--- config.mk ---
export PLATFORM = sky130hd
export DESIGN_NAME = vxnc_nbr_gen
export DESIGN_NICKNAME = d
export VERILOG_FILES = /design/src/rtl/voxel_six_neighbour_count_unit_defines.svh /design/src/rtl/vxnc_pkg.sv /design/src/rtl/vxnc_nbr_gen.sv
export SDC_FILE = /design/constraint.sdc
export NUM_CORES = 1
export LEC_CHECK = 0
export BUFFER_PORTS_ARGS = -buffer_cell sky130_fd_sc_hd__buf_2
export CAP_MARGIN = 25
export CORE_MARGIN = 2
export CORE_UTILIZATION = 35
export DETAILED_ROUTE_END_ITERATION = 7
export GPL_ROUTABILITY_DRIVEN = 1
export PLACE_DENSITY_LB_ADDON = 0.12
export SYNTH_ARGS = -nofsm -noshare
export SYNTH_HDL_FRONTEND = slang
export SYNTH_SLANG_ARGS = --single-unit
--- constraint.sdc ---
create_clock -name vclk -period 2.85
set_input_delay 0.285 -clock vclk [all_inputs]
set_output_delay 0.285 -clock vclk [all_outputs]
set_load 0.05 [all_outputs]
--- src/rtl/voxel_six_neighbour_count_unit_defines.svh ---
// assertion macros used by the voxel neighbour count rtl
`ifndef VOXEL_SIX_NEIGHBOUR_COUNT_UNIT_DEFINES_SVH
`define VOXEL_SIX_NEIGHBOUR_COUNT_UNIT_DEFINES_SVH

// condition must hold at every clock edge out of reset
`define VXNC_ASSERT_ALWAYS(name, cond, msg) \
    name: assert property (@(posedge clk) disable iff (!rst_n) (cond)) else $error(msg);

// consequent must hold in the cycle after the antecedent
`define VXNC_ASSERT_NEXT(name, ante, cons, msg) \
    name: assert property (@(posedge clk) disable iff (!rst_n) (ante) |=> (cons)) else $error(msg);

`endif

--- src/rtl/vxnc_pkg.sv ---
package vxnc_pkg;

    // grid edge; it fixes the 4-bit coordinate fields
    localparam int MAX_SIDE = 16;
    localparam int COORD_W  = $clog2(MAX_SIDE);
    localparam int SIDE_W   = 5;
    localparam int ADDR_W   = 3 * COORD_W;
    localparam int DEPTH    = MAX_SIDE * MAX_SIDE * MAX_SIDE;
    localparam int CNT_W    = 3;
    localparam int STEP_W   = 3;

    localparam logic [SIDE_W-1:0] SIDE_RESET = SIDE_W'(16);
    localparam logic [SIDE_W-1:0] SIDE_MAX   = SIDE_W'(MAX_SIDE);

    localparam logic CMD_WRITE = 1'b0;
    localparam logic CMD_QUERY = 1'b1;

    // neighbour visiting order
    localparam logic [STEP_W-1:0] STEP_K_DN = 3'd0;
    localparam logic [STEP_W-1:0] STEP_K_UP = 3'd1;
    localparam logic [STEP_W-1:0] STEP_J_DN = 3'd2;
    localparam logic [STEP_W-1:0] STEP_J_UP = 3'd3;
    localparam logic [STEP_W-1:0] STEP_I_DN = 3'd4;
    localparam logic [STEP_W-1:0] STEP_I_UP = 3'd5;
    localparam logic [STEP_W-1:0] STEP_LAST = 3'd6;

    typedef enum logic [1:0] {
        ST_CLEAR,
        ST_IDLE,
        ST_QUERY,
        ST_FINISH
    } state_t;

    typedef struct packed {
        logic [COORD_W-1:0] k;
        logic [COORD_W-1:0] j;
        logic [COORD_W-1:0] i;
        logic [STEP_W-1:0]  step;
        logic [SIDE_W-1:0]  side;
    } nbr_req_t;

    typedef struct packed {
        logic [ADDR_W-1:0] addr;
        logic              inb;
    } nbr_rsp_t;

endpackage

--- src/rtl/vxnc_nbr_gen.sv ---
module vxnc_nbr_gen (
    input  vxnc_pkg::nbr_req_t req,
    output vxnc_pkg::nbr_rsp_t rsp
);
    import vxnc_pkg::*;

    logic [COORD_W-1:0] sel;
    logic [1:0]         axis;
    logic               dec;
    logic               step_ok;
    logic [SIDE_W-1:0]  sum;
    logic [COORD_W-1:0] k_n;
    logic [COORD_W-1:0] j_n;
    logic [COORD_W-1:0] i_n;

    always_comb
    begin
        sel     = req.k;
        axis    = 2'd0;
        dec     = 1'b0;
        step_ok = 1'b1;
        case (req.step)
            STEP_K_DN: begin sel = req.k; axis = 2'd0; dec = 1'b1; end
            STEP_K_UP: begin sel = req.k; axis = 2'd0; dec = 1'b0; end
            STEP_J_DN: begin sel = req.j; axis = 2'd1; dec = 1'b1; end
            STEP_J_UP: begin sel = req.j; axis = 2'd1; dec = 1'b0; end
            STEP_I_DN: begin sel = req.i; axis = 2'd2; dec = 1'b1; end
            STEP_I_UP: begin sel = req.i; axis = 2'd2; dec = 1'b0; end
            default:   step_ok = 1'b0;
        endcase

        // the one offset adder and the bound compares shared by all six neighbours
        sum = {1'b0, sel} + (dec ? {SIDE_W{1'b1}} : SIDE_W'(1));

        k_n = req.k;
        j_n = req.j;
        i_n = req.i;
        case (axis)
            2'd0:    k_n = sum[COORD_W-1:0];
            2'd1:    j_n = sum[COORD_W-1:0];
            default: i_n = sum[COORD_W-1:0];
        endcase

        rsp.addr = {k_n, j_n, i_n};
        rsp.inb  = step_ok && (dec ? (sel != '0) : (sum < req.side));
    end

endmodule

======== Word-level counts from Yosys, hierarchy flattened ========
Index checks and enable logic that the tools add are counted.
cells by class
  reductions and logical operators ........ 9
  multiplexer cells ....................... 9
  equal/unequal tests ..................... 6
  $lt $le $gt $ge ......................... 1
  add/sub/neg operators ................... 1
operators by type and width
  kind                                            count
  two-way mux 4 bit                               3
  case mux 4 bit (2 select lines)                 1
  == test 3 x 2 -> 1 bit (second input constant)  2
  == test 3 bit (second input constant)           2
  OR reduction 2 bit                              3
  OR reduction 6 bit                              1
  adder 4 x 5 -> 5 bit                            1
  less-than comparator 5 bit                      1
  two-way mux 5 bit                               1
  case mux 2 bit (2 select lines)                 1
  nonzero test 4 bit                              1
  == test 3 x 1 -> 1 bit (second input constant)  1
  logical NOT 3 bit                               1
  two-way mux 1 bit                               3
  OR reduction 3 bit                              1
  == test 2 x 1 -> 1 bit (second input constant)  1
  logical NOT 2 bit                               1
  logical AND 1 bit                               1
word-level totals
  output and inout bits ................... 13
  bits in registers ....................... 0
  word-level logic and storage cells ...... 26

======== Logic depth before layout (Yosys ltp) ========
  depth after elaboration ................. 8
  mapped depth ............................ 14
  depth with buffers taken out ............ 13

======== Worst setup path after synthesis ========
Ideal clock, no wire load.
  path kind ............................... input to output
  start point ............................. input req[7] in the netlist's numbering
  end point ............................... output rsp[0] in the netlist's numbering
  cell stages on the path ................. 12
  setup slack ............................. -0.584 ns
  required time ........................... 2.565 ns
  arrival ................................. 3.149 ns
  buffers on the path ..................... 1
  cells stage by stage .................... buf_4 -> a21oi_1 -> ha_1 -> nand3b_1 -> o221ai_1 -> nor3_1 -> nor2_1 -> ha_1 -> a21oi_1 -> and3_1 -> a21oi_1 -> o22ai_1
RTL lines
  item             line               text
  start, declared  vxnc_nbr_gen.sv:2  input vxnc_pkg::nbr_req_t req,
  end, declared    vxnc_nbr_gen.sv:3  output vxnc_pkg::nbr_rsp_t rsp

==> results.env <==
POWER.DENSITY_CELL_AREA_nW_PER_UM2=367
HIGHEST-SIGNAL-LAYER='met3'
DR.FIRST_ITER.DRC_COUNT=5
PWR-SHARE-CLK=0
GLOBAL_ROUTE.OVERFLOW_TOTAL=0
CLOCKBUFFERCOUNT=0
CRITICAL_PATH_BUF_INV_COUNT=11
CRIT_CHAIN='buf_12 > mux2i_1 > mux2i_1 > buf_4 > buf_4 > buf_4 > buf_4 > buf_4 > buf_4 > buf_4 > buf_4 > buf_4 > nor4_1 > o22ai_4 > buf_6'
ROUTE.LAYER.MET1.WL_UM=721
PLACEMENT.CELL_AREA_UM2=885
SYNTH_CELL_TYPES=27
IOPINCOUNT=33
ANT_NETS=0
NUMBER_OF_ANTENNA_VIOLATIONS_AT_THE_FIRST_CHECK_IN_GLOBAL_ROUTING=0
CRITICAL_PATH.MOST_COMMON_CELL='sky130_fd_sc_hd__buf_4'
TIMING.CRITICAL_PATH.FANOUT_MAX=8
GRT_MAX_DEGREE=9
GRT_PASS1_WL_MM=2.99
SEQ_POWER_SHARE=0
SEQ_CELLS=0
CRIT_PATH_SETUP_SLACK_LAYOUT_NS=-0.00809
POWER.TOTAL_uW=366
RELATIVE_MAX_TRANSITION_MARGIN=0.611
FINALNETCOUNT=170
FINALWIRELENGTH_MM=1.67
SYN-NUM-NETS=109
FIN_WORST_HOLD_SLACK_NS=0.974
FINAL-SEQ-AREA_UM2=0
IO_BUFFERS=33
WORST_SLEW_PIN_SLEW_NS=0.578
TIMING.MAX_CAP.VIOLATIONS=0
CPPEAKSTAGEDELAY_NS=0.53
CRITICALPATHCATEGORY='in2out'
FINAL_CELL_MIX='sky130_fd_sc_hd__buf_2 (31), sky130_fd_sc_hd__buf_4 (30), sky130_fd_sc_hd__mux2i_1 (12)'
POWER.SHARE.COMBINATIONAL=1.000
FINAL.PERIOD_UTILIZATION=1.00
REQUIRED_NS=2.57
P_SW_FRAC=0.578
WIRE_PER_INST_UM=10.7
CP_TOP_FAMILY='buffers and inverters'
DIODES=0
FLOORPLAN.CORE_AREA_UM2=1510
TOTAL_NUMBER_OF_VIAS=750
YOSYS_WARNINGS=0
DESIGN_AREA_UM2=998
CPMAXSTAGEDELAYCELL='sky130_fd_sc_hd__nor4_1'
FINAL-INSTANCE-COUNT-EXCL-FILL=156
FILLCELLCOUNT=138
MAX_FREQ_MHz=350
HOLDCRITPATHCLASS='in2out'
LAYOUT-DRIVE-GT1-SHARE=0.500
DP_CELLS=146
GP_WEIGHTED_CONGESTION=0.871
POST_SYNTH_INSTANCE_AREA_UM2=563
HPWL_AFTER_DETAILED_PLACEMENT_MM=1.41
PEAKVDDDROP_V=0.000199
MET2_LAYER_WIRE_LENGTH_IN_THE_ROUTED_DESIGN_UM=859
SYN_AREA_PER_CELL_UM2=6.95
CELLINTERNALPOWER_uW=154
DETAIL_ROUTE.VIAS_PER_CELL=4.81
LEADING_CELL_TYPE_IN_THE_LAYOUT_FILL_AND_TAPS_EXCLUDED='sky130_fd_sc_hd__buf_2'
CHIPHEIGHT_UM=44.1
DRTPASS1ITERATIONS=4
TRACK_USAGE=0.196
HORIZONTAL_DIE_DIMENSION_UM=44.1
FINALWORSTPATHREQUIREDPERIOD_NS=2.86
SWITCHINGPOWER_uW=212
ROW_COUNT=14
FINAL_HOLD_VIOL_COUNT=0
ROUTE.MET3.WL_UM=83
CELLLEAKAGEPOWER_nW=0.581
AREA.GROWTH.SYNTH_TO_FINAL_PCT=77.3
CRITPATHLAUNCHTYPE='input pin'
FIRST_GLOBAL_VIAS=718
TIMING.CRITICAL_PATH.TO_TYPE='output port'
RESULT_OF_THE_RUN='finished with violations'
POSTSYNTHCELLCOUNT=81
CP.ARRIVAL_NS=2.57
VIOLATIONS='setup timing'
FLOORPLAN.INITIALDENSITY=0.374
FINAL-SETUP-VIOL-COUNT=1
SYNTH_SEQ_AREA_SHARE=0
DIE_AREA_UM2=1950
GRT_SETUP_UNREPAIRED='true'
TOTAL_DRC_ERRORS_IN_THE_ROUTED_LAYOUT=0
TIMING_MAX_TRANSITION_VIOLATIONS_FINAL=0
[cell type report]
type,count,area [um2],area share
Tap cell,16,20.0,0.0201
Multi-Input combinational cell,66,526,0.526
Inverter,11,41.3,0.0414
Timing Repair Buffer,63,412,0.412
[power groups by stage]
| stage | Clock [mW] | Sequential (mW) | Combinational (mW) |
|---|---|---|---|
| after floorplan | 0 | 0 | 0.227 |
| after global placement | 0 | 0 | 0.328 |
| after detailed placement | 0 | 0 | 0.333 |
| after CTS | 0 | 0 | 0.368 |
| after global routing | 0 | 0 | 0.404 |
| final | 0 | 0 | 0.366 |
[through the flow]
step	setup WS (ns)	setup TNS, ns	util
6_report	-0.00809	-0.00809	0.663
3_3_place_gp	-0.248	-0.248	0.587
3_5_place_dp	-0.296	-0.296	0.587
2_1_floorplan	-0.199	-0.782	-
4_1_cts	-0.0324	-0.0324	0.663
5_1_grt	-0.201	-0.201	0.663
[logic make-up (layout without fill, tap and decap cells)]
| group | Yosys count | in the layout | synth area share |
|---|---|---|---|
| XOR/XNOR | 5 | 5 | 0.0778 |
| AO/OA/AOI/OAI | 18 | 18 | 0.198 |
| adder cells (fa/ha/maj) | 8 | 8 | 0.191 |
| multiplexers | 12 | 12 | 0.213 |
| buffers and inverters | 15 | 74 | 0.122 |
| AND/OR/NAND/NOR | 23 | 23 | 0.198 |
[synth_stat cells, drive strengths merged, types with 2 or more instances]
cell type,count,area (um2)
o31ai,3,22.5
nand3b,2,15.0
mux2i,12,120
inv,11,41.3
o21ai,6,30.0
nand2b,2,12.5
nand2,12,47.6
nand3,3,15.0
a21oi,4,20.0
ha,7,87.6
xnor2,4,35.0
buf,3,23.8
[tightest hold or removal path, cell delays in order]
cell,delay [ns]
sky130_fd_sc_hd__buf_2,0.11
sky130_fd_sc_hd__nand2_1,0.05
sky130_fd_sc_hd__o21ai_1,0.05
sky130_fd_sc_hd__buf_2,0.20
[routing by layer]
layer	vias to the layer above	track usage
li1	401	-
met1	328	0.232
met2	21	0.406
met3	0	0.00408
met4	0	0
met5	-	0
[what timing repair did]
item | CTS | global route
endpoints found under the hold margin | 0 | 0
setup endpoints to repair | 1 | 1
hold buffers | 0 | 0
setup buffers | 10 | 0
resized for setup | 10 | 0
pin swaps | 8 | 5
[path summary, 6_finish.rpt]
kind | from | endpoint | cells past startpoint
max | req[6] | rsp[0] | 15
min | req[10] | rsp[3] | 4
Power figures use the tool's default switching activity.
